## src/tccl_pkg.sv

```systemverilog
`timescale 1ns / 1ps
// ----------------------------------------------------------------------------
// tccl_pkg
// Shared types and constants for the thermal charge-current limiter.
// ----------------------------------------------------------------------------
package tccl_pkg;

  // Default ring depth
  localparam int WINDOW_DEF = 5;

  // Valid reading window in kelvin: -29 C .. 124 C
  localparam logic [8:0] KELVIN_MIN    = 9'd244;
  localparam logic [8:0] KELVIN_MAX    = 9'd397;
  localparam logic [9:0] KELVIN_OFFSET = 10'd273;

  // Thresholds in Celsius
  localparam logic signed [7:0] T_CUTOFF = 8'sd90;
  localparam logic signed [7:0] T_RISE3  = 8'sd85;
  localparam logic signed [7:0] T_RISE2  = 8'sd75;
  localparam logic signed [7:0] T_RISE1  = 8'sd65;
  localparam logic signed [7:0] T_FALL1  = 8'sd60;
  localparam logic signed [7:0] T_FALL2  = 8'sd66;
  localparam logic signed [7:0] T_FALL3  = 8'sd76;

  // Zone codes
  localparam logic [2:0] ZONE_0    = 3'd0;
  localparam logic [2:0] ZONE_1    = 3'd1;
  localparam logic [2:0] ZONE_2    = 3'd2;
  localparam logic [2:0] ZONE_3    = 3'd3;
  localparam logic [2:0] ZONE_OFF  = 3'd4;
  localparam logic [2:0] ZONE_NONE = 3'd5;

  // Zone current limits, mA
  localparam logic [15:0] LIMIT_ZONE0 = 16'd5000;
  localparam logic [15:0] LIMIT_ZONE1 = 16'd2500;
  localparam logic [15:0] LIMIT_ZONE2 = 16'd1800;
  localparam logic [15:0] LIMIT_ZONE3 = 16'd1000;
  localparam logic [15:0] LIMIT_OFF   = 16'd0;
  localparam logic [15:0] LIMIT_NONE  = 16'hFFFF;

  typedef struct packed {
    logic [8:0]  temp_kelvin;
    logic        battery_responsive;
    logic        bad_temperature;
    logic        system_active;
    logic [15:0] req_current;
    logic        discharging;
  } in_word_t;

  typedef struct packed {
    logic [15:0] limited_current;
    logic        clear_want_charge;
    logic        force_idle;
    logic [2:0]  zone;
  } out_word_t;

endpackage

```

## src/thermal_charge_current_limiter.sv

```systemverilog
`timescale 1ns / 1ps
// ----------------------------------------------------------------------------
// thermal_charge_current_limiter
// Averages valid temperature readings over a ring and caps the charge
// current by thermal zone, using one shared adder under a small sequencer.
// ----------------------------------------------------------------------------
//  channel | direction | ports                      | word
//  --------+-----------+----------------------------+------------
//  in      | input     | in_valid, in_stall, in_word | in_word_t
//  out     | output    | out_valid, out_stall, out_word | out_word_t
//
//  A stored reading goes through the accept cycle, WINDOW adds, two
//  setup steps, one multiply by the reciprocal of 2 * WINDOW, a sign
//  step and the result load. The adds, setup and sign steps all go
//  through the one shared adder. An ignored reading goes from the
//  accept cycle straight to the result load. in_stall is high while a
//  word is in work. Reset is synchronous and clears the ring, pointer
//  and previous average. The result sits in an output register; a
//  stalled result only delays the next result load until it is taken.
// ----------------------------------------------------------------------------
module thermal_charge_current_limiter #(
  parameter int WINDOW = tccl_pkg::WINDOW_DEF
) (
  input  logic                clk,
  input  logic                rst_n,
  input  logic                in_valid,
  output logic                in_stall,
  input  tccl_pkg::in_word_t  in_word,
  output logic                out_valid,
  input  logic                out_stall,
  output tccl_pkg::out_word_t out_word
);
  import tccl_pkg::*;

  localparam int IDX_W   = (WINDOW > 1) ? $clog2(WINDOW) : 1;
  localparam int SUM_W   = 8 + $clog2(WINDOW);
  localparam int NUM_W   = SUM_W + 2;
  localparam int DIV     = 2 * WINDOW;
  localparam int DIV_SH  = NUM_W + $clog2(DIV);
  localparam int RECIP_W = NUM_W + 2;
  localparam logic [RECIP_W-1:0] RECIP = RECIP_W'(((1 << DIV_SH) + DIV - 1) / DIV);

  typedef enum logic [6:0] {
    ST_IDLE = 7'b0000001,
    ST_SUM  = 7'b0000010,
    ST_PREP = 7'b0000100,
    ST_ABS  = 7'b0001000,
    ST_DIV  = 7'b0010000,
    ST_SIGN = 7'b0100000,
    ST_FIN  = 7'b1000000
  } state_t;

  state_t            state_r, state_nxt;
  in_word_t          word_r, word_nxt;
  logic              pass_r, pass_nxt;
  logic [NUM_W-1:0]  acc_r, acc_nxt;
  logic [NUM_W-1:0]  dq_r, dq_nxt;
  logic              neg_r, neg_nxt;
  logic [IDX_W-1:0]  idx_r, idx_nxt;
  logic signed [7:0] avg_r, avg_nxt;
  logic signed [7:0] prev_r, prev_nxt;
  logic              out_valid_r, out_valid_nxt;
  out_word_t         out_word_r, out_word_nxt;

  logic              accept;
  logic              temp_ok;
  logic [9:0]        celsius;
  logic              ring_wr;
  logic [7:0]        ring_rd;
  logic              ring_last_nz;
  logic [IDX_W-1:0]  ring_ptr;
  logic [NUM_W-1:0]  alu_a, alu_b, alu_res;
  logic              alu_sub, alu_carry;
  logic [NUM_W+RECIP_W-1:0] prod;
  logic              fin_load;
  out_word_t         zone_word;

  // Input qualification
  assign accept   = in_valid && !in_stall;
  assign in_stall = (state_r != ST_IDLE);
  assign temp_ok  = in_word.battery_responsive &&
                    (in_word.temp_kelvin >= KELVIN_MIN) &&
                    (in_word.temp_kelvin <= KELVIN_MAX);
  assign celsius  = {1'b0, in_word.temp_kelvin} - KELVIN_OFFSET;
  assign ring_wr  = accept && temp_ok;

  tccl_ring #(
    .WINDOW (WINDOW),
    .IDX_W  (IDX_W)
  ) u_ring (
    .clk       (clk),
    .rst_n     (rst_n),
    .wr_en_i   (ring_wr),
    .wr_data_i (celsius[7:0]),
    .rd_idx_i  (idx_r),
    .rd_data_o (ring_rd),
    .last_nz_o (ring_last_nz),
    .ptr_o     (ring_ptr)
  );

  // Magnitude over 2 * WINDOW as a multiply by the rounded-up reciprocal;
  // exact for every magnitude below 2^(NUM_W-1)
  assign prod = {{RECIP_W{1'b0}}, dq_r} * {{NUM_W{1'b0}}, RECIP};

  // Shared adder operand select
  always_comb begin
    alu_a   = '0;
    alu_b   = '0;
    alu_sub = 1'b0;
    unique case (state_r)
      ST_SUM: begin
        alu_a = acc_r;
        alu_b = {{(NUM_W-8){ring_rd[7]}}, ring_rd};
      end
      ST_PREP: begin
        alu_a = {acc_r[NUM_W-2:0], 1'b0};
        alu_b = NUM_W'(WINDOW);
      end
      ST_ABS, ST_SIGN: begin
        alu_b   = dq_r;
        alu_sub = 1'b1;
      end
      default: begin
        alu_a = '0;
      end
    endcase
  end

  tccl_alu #(
    .W (NUM_W)
  ) u_alu (
    .a_i     (alu_a),
    .b_i     (alu_b),
    .sub_i   (alu_sub),
    .res_o   (alu_res),
    .carry_o (alu_carry)
  );

  tccl_zone u_zone (
    .avg_i   (avg_r),
    .prev_i  (prev_r),
    .apply_i (!pass_r && ring_last_nz),
    .word_i  (word_r),
    .word_o  (zone_word)
  );

  assign fin_load = (state_r == ST_FIN) && (!out_valid_r || !out_stall);

  // Sequencer and datapath next state
  always_comb begin
    state_nxt     = state_r;
    word_nxt      = word_r;
    pass_nxt      = pass_r;
    acc_nxt       = acc_r;
    dq_nxt        = dq_r;
    neg_nxt       = neg_r;
    idx_nxt       = idx_r;
    avg_nxt       = avg_r;
    prev_nxt      = prev_r;
    out_word_nxt  = out_word_r;
    out_valid_nxt = out_valid_r && out_stall;

    unique case (state_r)
      ST_IDLE: begin
        if (accept) begin
          word_nxt  = in_word;
          pass_nxt  = !temp_ok;
          acc_nxt   = '0;
          idx_nxt   = '0;
          state_nxt = temp_ok ? ST_SUM : ST_FIN;
        end
      end
      ST_SUM: begin
        acc_nxt = alu_res;
        idx_nxt = idx_r + 1'b1;
        if (idx_r == IDX_W'(WINDOW - 1)) begin
          state_nxt = ST_PREP;
        end
      end
      ST_PREP: begin
        dq_nxt    = alu_res;
        state_nxt = ST_ABS;
      end
      ST_ABS: begin
        // Divide the magnitude, fix the sign afterward
        neg_nxt   = dq_r[NUM_W-1];
        dq_nxt    = dq_r[NUM_W-1] ? alu_res : dq_r;
        state_nxt = ST_DIV;
      end
      ST_DIV: begin
        // Quotient magnitude always fits in 8 bits
        dq_nxt    = {{(NUM_W-8){1'b0}}, prod[DIV_SH +: 8]};
        state_nxt = ST_SIGN;
      end
      ST_SIGN: begin
        avg_nxt   = neg_r ? alu_res[7:0] : dq_r[7:0];
        state_nxt = ST_FIN;
      end
      ST_FIN: begin
        if (fin_load) begin
          out_valid_nxt = 1'b1;
          out_word_nxt  = pass_r ? out_word_t'{limited_current:   word_r.req_current,
                                               clear_want_charge: 1'b0,
                                               force_idle:        1'b0,
                                               zone:              ZONE_NONE}
                                 : zone_word;
          if (!pass_r) begin
            prev_nxt = avg_r;
          end
          state_nxt = ST_IDLE;
        end
      end
      default: begin
        state_nxt = ST_IDLE;
      end
    endcase
  end

  // Control registers
  always_ff @(posedge clk) begin
    if (!rst_n) begin
      state_r     <= ST_IDLE;
      out_valid_r <= 1'b0;
      prev_r      <= '0;
    end else begin
      state_r     <= state_nxt;
      out_valid_r <= out_valid_nxt;
      prev_r      <= prev_nxt;
    end
  end

  // Payload registers
  always_ff @(posedge clk) begin
    word_r     <= word_nxt;
    pass_r     <= pass_nxt;
    acc_r      <= acc_nxt;
    dq_r       <= dq_nxt;
    neg_r      <= neg_nxt;
    idx_r      <= idx_nxt;
    avg_r      <= avg_nxt;
    out_word_r <= out_word_nxt;
  end

  assign out_valid = out_valid_r;
  assign out_word  = out_word_r;

`ifndef ASSERT_OFF
  // Ring pointer never leaves the window
  a_ptr_range: assert property (@(posedge clk) disable iff (!rst_n)
    ring_ptr <= IDX_W'(WINDOW - 1))
    else $error("ring pointer out of range");

  // An accepted word starts either the sum or the pass-through result
  a_accept_next: assert property (@(posedge clk) disable iff (!rst_n)
    accept |=> (state_r == ST_SUM || state_r == ST_FIN))
    else $error("bad state after accept");

  // Out-of-range zone always cuts the current to zero
  a_off_zero: assert property (@(posedge clk) disable iff (!rst_n)
    (out_valid && out_word.zone == ZONE_OFF) |-> (out_word.limited_current == 16'd0))
    else $error("out-of-range zone with nonzero current");

  // Want-charge is cleared exactly in the out-of-range zone
  a_clear_want: assert property (@(posedge clk) disable iff (!rst_n)
    out_valid |-> (out_word.clear_want_charge == (out_word.zone == ZONE_OFF)))
    else $error("clear_want_charge mismatch with zone");
`endif

endmodule

```

## src/tccl_alu.sv

```systemverilog
`timescale 1ns / 1ps
// ----------------------------------------------------------------------------
// tccl_alu
// Shared adder/subtractor used for summing, scaling and sign handling.
// ----------------------------------------------------------------------------
module tccl_alu #(
  parameter int W = 13
) (
  input  logic [W-1:0] a_i,
  input  logic [W-1:0] b_i,
  input  logic         sub_i,
  output logic [W-1:0] res_o,
  output logic         carry_o
);

  logic [W:0] full;

  // a + b, or a - b as a + ~b + 1; carry set on subtract means a >= b
  assign full    = {1'b0, a_i} + {1'b0, (sub_i ? ~b_i : b_i)} + {{W{1'b0}}, sub_i};
  assign res_o   = full[W-1:0];
  assign carry_o = full[W];

endmodule

```

## src/tccl_ring.sv

```systemverilog
`timescale 1ns / 1ps
// ----------------------------------------------------------------------------
// tccl_ring
// Ring of Celsius samples with write pointer; one indexed read port.
// ----------------------------------------------------------------------------
module tccl_ring #(
  parameter int WINDOW = 5,
  parameter int IDX_W  = 3
) (
  input  logic             clk,
  input  logic             rst_n,
  input  logic             wr_en_i,
  input  logic [7:0]       wr_data_i,
  input  logic [IDX_W-1:0] rd_idx_i,
  output logic [7:0]       rd_data_o,
  output logic             last_nz_o,
  output logic [IDX_W-1:0] ptr_o
);

  logic [7:0]       ring_r [WINDOW];
  logic [IDX_W-1:0] ptr_r;
  logic [IDX_W-1:0] ptr_nxt;

  // Pointer wraps after the last slot
  always_comb begin
    if (ptr_r == IDX_W'(WINDOW - 1)) begin
      ptr_nxt = '0;
    end else begin
      ptr_nxt = ptr_r + 1'b1;
    end
  end

  always_ff @(posedge clk) begin
    if (!rst_n) begin
      ptr_r <= '0;
      for (int i = 0; i < WINDOW; i++) begin
        ring_r[i] <= '0;
      end
    end else if (wr_en_i) begin
      ring_r[ptr_r] <= wr_data_i;
      ptr_r         <= ptr_nxt;
    end
  end

  assign rd_data_o = ring_r[rd_idx_i];
  assign last_nz_o = (ring_r[WINDOW-1] != 8'd0);
  assign ptr_o     = ptr_r;

endmodule

```

## src/tccl_zone.sv

```systemverilog
`timescale 1ns / 1ps
// ----------------------------------------------------------------------------
// tccl_zone
// Zone selection from the average and flags, and current capping.
// ----------------------------------------------------------------------------
module tccl_zone (
  input  logic signed [7:0] avg_i,
  input  logic signed [7:0] prev_i,
  input  logic              apply_i,
  input  tccl_pkg::in_word_t word_i,
  output tccl_pkg::out_word_t word_o
);
  import tccl_pkg::*;

  logic        rising;
  logic [2:0]  zone;
  logic [15:0] limit;

  assign rising = (prev_i <= avg_i);

  // Zone ladders
  always_comb begin
    if (!apply_i) begin
      zone = ZONE_NONE;
    end else if (word_i.bad_temperature || avg_i >= T_CUTOFF) begin
      zone = ZONE_OFF;
    end else if (!word_i.system_active) begin
      zone = ZONE_0;
    end else if (rising) begin
      if (avg_i >= T_RISE3) begin
        zone = ZONE_3;
      end else if (avg_i >= T_RISE2) begin
        zone = ZONE_2;
      end else if (avg_i >= T_RISE1) begin
        zone = ZONE_1;
      end else begin
        zone = ZONE_0;
      end
    end else begin
      if (avg_i < T_FALL1) begin
        zone = ZONE_0;
      end else if (avg_i < T_FALL2) begin
        zone = ZONE_1;
      end else if (avg_i < T_FALL3) begin
        zone = ZONE_2;
      end else begin
        zone = ZONE_3;
      end
    end
  end

  // Zone limit
  always_comb begin
    unique case (zone)
      ZONE_0:   limit = LIMIT_ZONE0;
      ZONE_1:   limit = LIMIT_ZONE1;
      ZONE_2:   limit = LIMIT_ZONE2;
      ZONE_3:   limit = LIMIT_ZONE3;
      ZONE_OFF: limit = LIMIT_OFF;
      default:  limit = LIMIT_NONE;
    endcase
  end

  always_comb begin
    word_o.limited_current   = (word_i.req_current < limit) ?
                               word_i.req_current : limit;
    word_o.clear_want_charge = (zone == ZONE_OFF);
    word_o.force_idle        = (zone == ZONE_OFF) && !word_i.discharging;
    word_o.zone              = zone;
  end

endmodule
```

## config.mk

```make
export PLATFORM = sky130hd
export DESIGN_NAME = thermal_charge_current_limiter
export DESIGN_NICKNAME = d
export VERILOG_FILES = /design/src/tccl_pkg.sv /design/src/thermal_charge_current_limiter.sv /design/src/tccl_alu.sv /design/src/tccl_ring.sv /design/src/tccl_zone.sv
export SDC_FILE = /design/constraint.sdc
export NUM_CORES = 1
export LEC_CHECK = 0
export ABC_AREA = 1
export BUFFER_PORTS_ARGS = -buffer_cell sky130_fd_sc_hd__buf_2
export CORE_UTILIZATION = 25
export DETAILED_ROUTE_END_ITERATION = 7
export PLACE_DENSITY = 0.46
export SYNTH_ARGS = -nofsm -noshare
export SYNTH_HDL_FRONTEND = slang
export SYNTH_HIERARCHICAL = 1
export SYNTH_SLANG_ARGS = --single-unit
```

## constraint.sdc

```tcl
create_clock -name clk -period 4.6 [get_ports clk]
set_input_delay 0.92 -clock clk [delete_from_list [all_inputs] [get_ports clk]]
set_output_delay 0.92 -clock clk [all_outputs]
set_load 0.1 [all_outputs]
```

# Yosys cells after proc, flatten, opt, wreduce, memory -nomap -nowiden
# Memory sizes are Yosys's and may differ from the RTL's. A register that Yosys moved wholly into a read port is not among the register bits.
# Cells that the tools add are included.
# Widths: inputs -> output; s select.
[word_totals]
reg_bits = 98
ram_bits = 40
in_bits = 33
out_inout_bits = 23
word_cells = 125
mem_count = 1
[classes]
n_addsub = 5
n_mul = 1
n_lt_le_gt_ge = 11
eq_ne = 18
n_mux = 40
bitwise_logic = 2
reduce_logical = 28
[mem_list]
columns = ["memory", "depth", "width", "read_ports", "rd_ports_with_merged_regs", "wr", "line_no", "source"]
rows = [
  ["u_ring.ring_r", 5, 8, 2, 1, 5, "tccl_ring.sv:20", "logic [7:0] ring_r [WINDOW];"],
]
[op_table]
columns = ["operator", "count"]
rows = [
  ["$pmux 16 s5", 1],
  ["$pmux 13 s3", 2],
  ["$pmux 13 s2", 2],
  ["$pmux 7 s7", 1],
  ["$mux 13", 3],
  ["$mux 3", 12],
  ["$ge 8x8->1 const B", 4],
  ["$mux 7", 4],
  ["$mul 13x12->23 const B", 1],
  ["$mux 21", 1],
  ["$lt 16x16->1", 1],
  ["$lt 8x8->1 const B", 2],
  ["$mux 16", 1],
  ["$mux 8", 2],
  ["$add 13x1->13", 1],
  ["$add 13x13->13", 1],
  ["$not 13->13", 1],
  ["$mux 1", 10],
  ["$eq 3x3->1 const B", 3],
  ["$ge 9x8->1 const B", 1],
  ["$le 9x9->1 const B", 1],
  ["$le 8x8->1", 1],
  ["$logic_and 1x1->1", 8],
  ["$lt 8x7->1 const B", 1],
  ["25 further kinds", 40],
]

# Longest topological paths before layout
# Gate-level depths: netlist of the first run.
[logic_depth]
ltp_word = 13
ltp_mapped = 31
mapped_depth_nobuf = 30

# Cells and area by module
# The synthesis of the first run kept the hierarchy.
[modules_own_cells]
columns = ["module", "instances", "cells_each", "area_per_inst_um2", "seq_area_each_um2"]
rows = [
  ["thermal_charge_current_limiter", 1, 786, 7320.8, 2992.9],
  ["tccl_ring", 1, 371, 3305.7, 1981.9],
  ["tccl_zone", 1, 192, 1046.0, 0.0],
  ["tccl_alu", 1, 166, 915.9, 0.0],
]

# Least setup slack after synthesis of the first run
# No wires, ideal clock.
[synth_path]
kind = "reg2reg"
startpoint = "register dq_r[8]"
endpoint = "register dq_r[7] (data pin)"
setup_ns = 0.253
t_arrival_ns = 4.180
required_time_ns = 4.347
setup_slack_ns = 0.166
path_stages_with_launch = 20
n_path_buf = 0
synth_period_minus_slack_ns = 4.434
path_cell_list = "edfxtp_1 > ha_1 > fa_1 > inv_1 > fa_1 > inv_1 > fa_1 > inv_1 > fa_1 > inv_1 > ha_1 > nand2_1 > inv_1 > nand3_1 > nor3_1 > nand4_1 > nand3_1 > nand2_1 > nand3_1 > nand2_1"
[synth_via]
elab_chain_len = 2
[synth_lines]
columns = ["item", "line_no", "source"]
rows = [
  ["from (decl)", "thermal_charge_current_limiter.sv:57", "logic [NUM_W-1:0] dq_r, dq_nxt;"],
  ["from (signal assigned)", "thermal_charge_current_limiter.sv:237", "dq_r <= dq_nxt;"],
  ["$mul 13x12->23", "thermal_charge_current_limiter.sv:103", "assign prod = {{RECIP_W{1'b0}}, dq_r} * {{NUM_W{1'b0}}, RECIP};"],
  ["$pmux 13 s3", "thermal_charge_current_limiter.sv:163", "unique case (state_r)"],
  ["named net dq_nxt[7]", "thermal_charge_current_limiter.sv:57", ""],
]
# The timed path passes the listed nets, and every way through them passes these cells.
# A chain may end at the register's enable or synchronous reset.

# Final worst setup path of the first run
[layout_path]
startpoint = "register dq_r[7]"
endpoint = "register dq_r[6] (data pin)"
# The elaborated chain is that of the path after synthesis.

==> impl_table.tex, run 1 <==
\begin{tabular}{lr}
\hline
Metric & Value \\
\hline
\multicolumn{2}{l}{\textbf{Outcome}} \\
\quad Result of the run & complete, no violations \\
\multicolumn{2}{l}{\textbf{Floorplan}} \\
\quad Boundary pin count & 56 \\
\quad Chip height & 223.4 um \\
\quad Overall die width & 223.4 um \\
\quad Starting density of the core & 25.52\% \\
\quad Row Count & 80 \\
\quad Core footprint & 0.04805 mm\^{}2 \\
\quad Die area & 0.04993 mm\^{}2 \\
\multicolumn{2}{l}{\textbf{Detailed routing}} \\
\quad Violation count after the first detailed-routing iteration & 533 \\
\quad Post-detailed-route count of antenna-violating nets & 0 \\
\quad Number of vias per cell & 4.278 \\
\quad DR DRC count & 0 \\
\quad Total wirelength of the detailed-routed design & 30.80 mm \\
\quad Total length of routed met3 wires & 837 um \\
\quad Length of routed met2 wiring & 14.41 mm \\
\quad Post-Route M1 WL & 15.03 mm \\
\quad WL/cell & 13.94 um \\
\quad Router iterations before antenna repair & 5 \\
\quad Highest signal layer in the routed design & met4 \\
\quad Via count & 9450 \\
\multicolumn{2}{l}{\textbf{Setup path}} \\
\quad Arr. time, crit path & 4.56 ns \\
\quad Class of the most critical setup path & register to register \\
\quad Crit path capture type & register \\
\quad Startpoint kind of the worst setup timing path & register \\
\quad CP max FO & 4 \\
\quad Worst Path Required & 4.80 ns \\
\multicolumn{2}{l}{\textbf{STA}} \\
\quad Maximum clock rate & 229.5 MHz \\
\quad Min cycle time layout & 4.358 ns \\
\quad Endpoints failing hold & 0 \\
\quad Final count of negative-setup-slack endpoints & 0 \\
\quad Worst slew margin & 41.54\% \\
\quad Setup repair after global routing missed its margin & no \\
\quad Setup TNS & 0 ns \\
\quad Ratio of final minimum period to clock period & 94.74\% \\
\quad Worst-margin pin slew & 0.8747 ns \\
\quad Max-slew violations & 0 \\
\quad Worst hold slack & 0.4650 ns \\
\quad Fin Clk Skew & 0.01277 ns \\
\multicolumn{2}{l}{\textbf{Final layout}} \\
\quad Most common cell after layout, fill and taps aside & nand2\_1 \\
\quad Utilization after layout & 29.45\% \\
\quad Most frequent cells in the layout & nand2\_1 (408), inv\_1 (298), edfxtp\_1 (143) \\
\quad Area Growth Syn to Fin & 15.41\% \\
\quad Ant. Diodes & 0 \\
\quad Net count, final & 1781 \\
\quad Proportion of layout cells with a drive suffix above 1 & 12.80\% \\
\multicolumn{2}{l}{\textbf{Power}} \\
\quad VDD IR-drop max & 0.1939 mV \\
\quad Reported leakage power & 7.036 nW \\
\quad Total Power Consumption & 3.616 mW \\
\quad Power density over cell area & 255.6 mW/mm\^{}2 \\
\multicolumn{2}{l}{\textbf{Placement}} \\
\quad Placed wire-length estimate & 23.61 mm \\
\quad Count of buffers from port buffering & 55 \\
\quad Routability Congestion & 0.8525 \\
\multicolumn{2}{l}{\textbf{GRT}} \\
\quad GR Overflow Total & 0 \\
\quad Global-route wire length before repair & 49.83 mm \\
\quad Largest net degree at the start of global routing & 36 \\
\quad Antenna violations before repair & 0 \\
\quad Via count of the first global-routing pass & 9553 \\
\quad Tot GR Track Use & 12.71\% \\
\multicolumn{2}{l}{\textbf{CTS}} \\
\quad Clock tree from TritonCTS & done \\
\quad CTS Root Buffer Type & clkbuf\_16 \\
\quad Deepest clock path buffer count & 2 \\
\quad TritonCTS sink count & 162 \\
\quad Clock-pin transition on the worst setup and hold timing paths & 0.07 ns \\
\quad H-tree level count & 4 \\
\quad Cts hold-fix bufs & 0 \\
\quad CTS Buf Count & 17 \\
\quad Later-pin clock latency in the skew report & 0.44 ns \\
\multicolumn{2}{l}{\textbf{Synth}} \\
\quad Total standard cell area after synthesis & 0.01226 mm\^{}2 \\
\quad Synth Area per Inst & 8.184 um\^{}2 \\
\quad Total number of yosys warnings & 6 \\
\quad Net Count, Synth & 1698 \\
\quad Number of standard cells after synthesis & 1498 \\
\multicolumn{2}{l}{\textbf{Flow run}} \\
\quad Total of max-cap violations & 0 \\
\multicolumn{2}{l}{\textbf{Worst hold path}} \\
\quad Worst hold-check path type & register to register \\
\hline
\end{tabular}
final timing paths:
path / from / end / slack (ns) / cells after the start
hold reg to reg: prev_r[0] / prev_r[0] / 0.47 / 2
setup / recovery: dq_r[7] / dq_r[6] / 0.24 / 19
setup reg to reg: dq_r[7] / dq_r[6] / 0.24 / 19
hold / removal: prev_r[0] / prev_r[0] / 0.47 / 2
metrics by stage:
| step | cells | instance area [um^2] | worst slack [ns] |
|---|---|---|---|
| floorplan | 1498 | 12260 | 0.1664 |
| global placement | 2170 | 13360 | 0.01633 |
| detailed placement | 2170 | 13360 | -0.02545 |
| CTS | 2202 | 13920 | 0.02991 |
| global route | 2209 | 14150 | 0.01031 |
| finish | 2209 | 14150 | 0.2421 |
per-layer routing:
layer / GRT usage (%) / vias up
met4: 3.646 / 0
met3: 1.976 / 35
met5: 0 / -
met2: 21.14 / 112
met1: 16.97 / 4409
li1: - / 4894
critical path: stages, from the launching register on:
cell and delay, ns:
edfxtp_1 0.48, ha_1 0.34, inv_2 0.05, fa_1 0.53, inv_1 0.05, fa_1 0.45
fa_1 0.49, inv_1 0.05, fa_1 0.53, inv_1 0.06, ha_4 0.28, nand4_1 0.13
nor3_2 0.20, nand2_1 0.08, nand2_2 0.12, nand2_2 0.07, nand2_2 0.05, nand2_1 0.04
nand3_1 0.06, nand2_1 0.05
registers in the layout, indices dropped and copies added (netlist names):
register and count:
prev_r 8, u_ring/ring_r 64, neg_r 1, out_valid 1
dq_r 13, avg_r 8, pass_r 1, idx_r 3
acc_r 13, word_r 19, u_ring/ptr_o 3, out_word 21
state_r 7
where the power goes:
part           leakage [nW]  switching, mW  internal, mW
Sequential             1.54         0.0318          1.68
Combinational          5.23          0.389         0.137
Clock                 0.269          0.673         0.710
Total                  7.04           1.09          2.52
final cells by class:
type | instances | area [um^2]
Tap cell | 615 | 769.5
Clock buffer | 18 | 429.2
Multi-Input combinational cell | 990 | 6404
Timing Repair Buffer | 90 | 545.5
Inverter | 320 | 1201
Clock inverter | 14 | 125.1
Fill cell | 5173 | 33900
Sequential cell | 162 | 4674
what timing repair did:
item                       CTS  global route
resized for setup            2            37
setup endpoints to repair    3             8
pin swaps                    1            17
setup buffers                0             7
(Power assumes the default switching activity.)
==> run 2: changes to the inputs <==
--- a/config.mk
+++ b/config.mk
@@ -6,9 +6,10 @@
 export NUM_CORES = 1
 export LEC_CHECK = 0
 export ABC_AREA = 1
-export BUFFER_PORTS_ARGS = -buffer_cell sky130_fd_sc_hd__buf_2
+export CORE_MARGIN = 1.5
 export CORE_UTILIZATION = 25
 export DETAILED_ROUTE_END_ITERATION = 7
+export DONT_BUFFER_PORTS = 1
 export PLACE_DENSITY = 0.46
 export SYNTH_ARGS = -nofsm -noshare
 export SYNTH_HDL_FRONTEND = slang
==> impl_table.tex, run 2 (synthesis results as in run 1) <==
\begin{tabular}{lr}
\hline
Metric & Value \\
\hline
\multicolumn{2}{l}{\textbf{GRT}} \\
\quad Largest net degree at the start of global routing & 36 \\
\quad Tot GR Track Use & 12.45\% \\
\quad GR Overflow Total & 0 \\
\quad Via count of the first global-routing pass & 9237 \\
\quad Global-route wire length before repair & 48.94 mm \\
\quad Antenna violations before repair & 0 \\
\multicolumn{2}{l}{\textbf{Final layout}} \\
\quad Proportion of layout cells with a drive suffix above 1 & 9.304\% \\
\quad Most common cell after layout, fill and taps aside & nand2\_1 \\
\quad Net count, final & 1724 \\
\quad Footprint of the flip-flops and latches & 0.004674 mm\^{}2 \\
\quad Max FFs per register & 64 \\
\quad Final instance area & 0.01386 mm\^{}2 \\
\quad Area Growth Syn to Fin & 13.08\% \\
\quad Register containing the most flip-flops in the final layout & u\_ring/ring\_r \\
\quad Count of fill cells added during filler insertion & 5161 \\
\quad Most frequent cells in the layout & nand2\_1 (410), inv\_1 (300), edfxtp\_1 (143) \\
\quad Layout Cells excl Fill & 2152 \\
\quad Ant. Diodes & 0 \\
\quad Utilization after layout & 28.85\% \\
\quad Footprint of the multi-input gates & 0.006404 mm\^{}2 \\
\multicolumn{2}{l}{\textbf{Placement}} \\
\quad Routability Congestion & 0.8544 \\
\quad Placed cell area & 0.01307 mm\^{}2 \\
\quad Placed wire-length estimate & 23.56 mm \\
\quad Minimum setup slack after placement & -0.1121 ns \\
\quad Count of buffers from port buffering & 0 \\
\quad \# placed instances & 2113 \\
\multicolumn{2}{l}{\textbf{Outcome}} \\
\quad Result of the run & complete, no violations \\
\multicolumn{2}{l}{\textbf{Floorplan}} \\
\quad Core footprint & 0.04805 mm\^{}2 \\
\quad Die area & 0.05038 mm\^{}2 \\
\quad Starting density of the core & 25.52\% \\
\quad Overall die width & 224.4 um \\
\quad Row Count & 80 \\
\quad Chip height & 224.4 um \\
\quad Boundary pin count & 56 \\
\multicolumn{2}{l}{\textbf{STA}} \\
\quad Max-slew violations & 0 \\
\quad Ratio of final minimum period to clock period & 96.98\% \\
\quad Endpoints failing hold & 0 \\
\quad Fin Clk Skew & 0.01362 ns \\
\quad Worst path setup slack after routing & 0.1387 ns \\
\quad Final count of negative-setup-slack endpoints & 0 \\
\quad Maximum clock rate & 224.2 MHz \\
\quad Min cycle time layout & 4.461 ns \\
\quad Worst-margin pin slew & 1.009 ns \\
\quad Worst slew margin & 32.63\% \\
\quad Worst hold slack & 0.4641 ns \\
\quad Setup TNS & 0 ns \\
\multicolumn{2}{l}{\textbf{Power}} \\
\quad Total Power Consumption & 3.607 mW \\
\quad Reported leakage power & 6.806 nW \\
\quad Power density over cell area & 260.2 mW/mm\^{}2 \\
\quad VDD IR-drop max & 0.1815 mV \\
\multicolumn{2}{l}{\textbf{CTS}} \\
\quad Later-pin clock latency in the skew report & 0.45 ns \\
\quad Deepest clock path buffer count & 2 \\
\quad Clock-pin transition on the worst setup and hold timing paths & 0.07 ns \\
\quad Cts hold-fix bufs & 0 \\
\quad Clock tree from TritonCTS & done \\
\quad H-tree level count & 4 \\
\quad CTS Root Buffer Type & clkbuf\_16 \\
\quad TritonCTS sink count & 162 \\
\quad CTS Buf Count & 17 \\
\multicolumn{2}{l}{\textbf{Setup path}} \\
\quad RR Startpoint & dq\_r[4] \\
\quad Worst Path Required & 4.79 ns \\
\quad Class of the most critical setup path & register to register \\
\quad Arr. time, crit path & 4.65 ns \\
\quad CP max FO & 4 \\
\quad Crit path launch & dq\_r[4] \\
\quad Crit path capture type & register \\
\quad Startpoint kind of the worst setup timing path & register \\
\multicolumn{2}{l}{\textbf{Detailed routing}} \\
\quad Via count & 9280 \\
\quad Violation count after the first detailed-routing iteration & 523 \\
\quad DR DRC count & 0 \\
\quad Post-detailed-route count of antenna-violating nets & 0 \\
\quad Router iterations before antenna repair & 5 \\
\quad Number of vias per cell & 4.312 \\
\quad WL/cell & 14.31 um \\
\quad Total wirelength of the detailed-routed design & 30.80 mm \\
\multicolumn{2}{l}{\textbf{Worst hold path}} \\
\quad Worst hold-check path type & register to register \\
\quad Hold path startpoint & prev\_r[0] \\
\multicolumn{2}{l}{\textbf{Flow run}} \\
\quad Total of max-cap violations & 0 \\
\hline
\end{tabular}
## run 2: cell type report
| class | instances | area share, % |
|---|---|---|
| Inverter | 320 | 8.664 |
| Sequential cell | 162 | 33.72 |
| Clock inverter | 13 | 0.9386 |
| Tap cell | 615 | 5.551 |
| Clock buffer | 19 | 3.123 |
| Timing Repair Buffer | 33 | 1.814 |
| Multi-Input combinational cell | 990 | 46.19 |
## run 2: final timing paths
check,endpoint,slack (ns),depth (start not counted)
max,dq_r[3],0.14,21
min reg2reg,prev_r[0],0.46,2
min,prev_r[0],0.46,2
max reg2reg,dq_r[3],0.14,21
## run 2: worst max-delay path, stage by stage, from the launching register on
cell	delay, ns
edfxtp_1	0.46
buf_6	0.16
ha_4	0.25
inv_1	0.05
fa_2	0.54
inv_2	0.04
fa_2	0.54
inv_1	0.05
fa_1	0.45
fa_1	0.51
inv_2	0.05
ha_4	0.27
nand2_1	0.08
inv_2	0.08
nand3_2	0.08
buf_4	0.16
nor3_2	0.10
o21ai_1	0.08
nand2_1	0.08
nand2_1	0.05
nand2_1	0.06
o21ai_1	0.05
## run 2: repair_timing
action                                  CTS  global route
pin swaps                                 0            18
buffers inserted                          1             6
gates cloned                              0             0
endpoints found under the setup margin    5             8
hold endpoints to repair                  0             0
gates resized for setup                   2            32
## run 2: power breakdown
part	leakage, nW	switching, mW	internal (mW)
Combinational	5.00	0.322	0.122
Sequential	1.54	0.0898	1.68
Clock	0.266	0.641	0.755
## run 2: metal layers
metal	routed length (um)	track usage, %	vias up
li1	-	-	4772
met1	14980	16.66	4358
met2	14650	20.89	133
met3	877	1.999	17
met4	293	3.096	0
met5	0	0	-
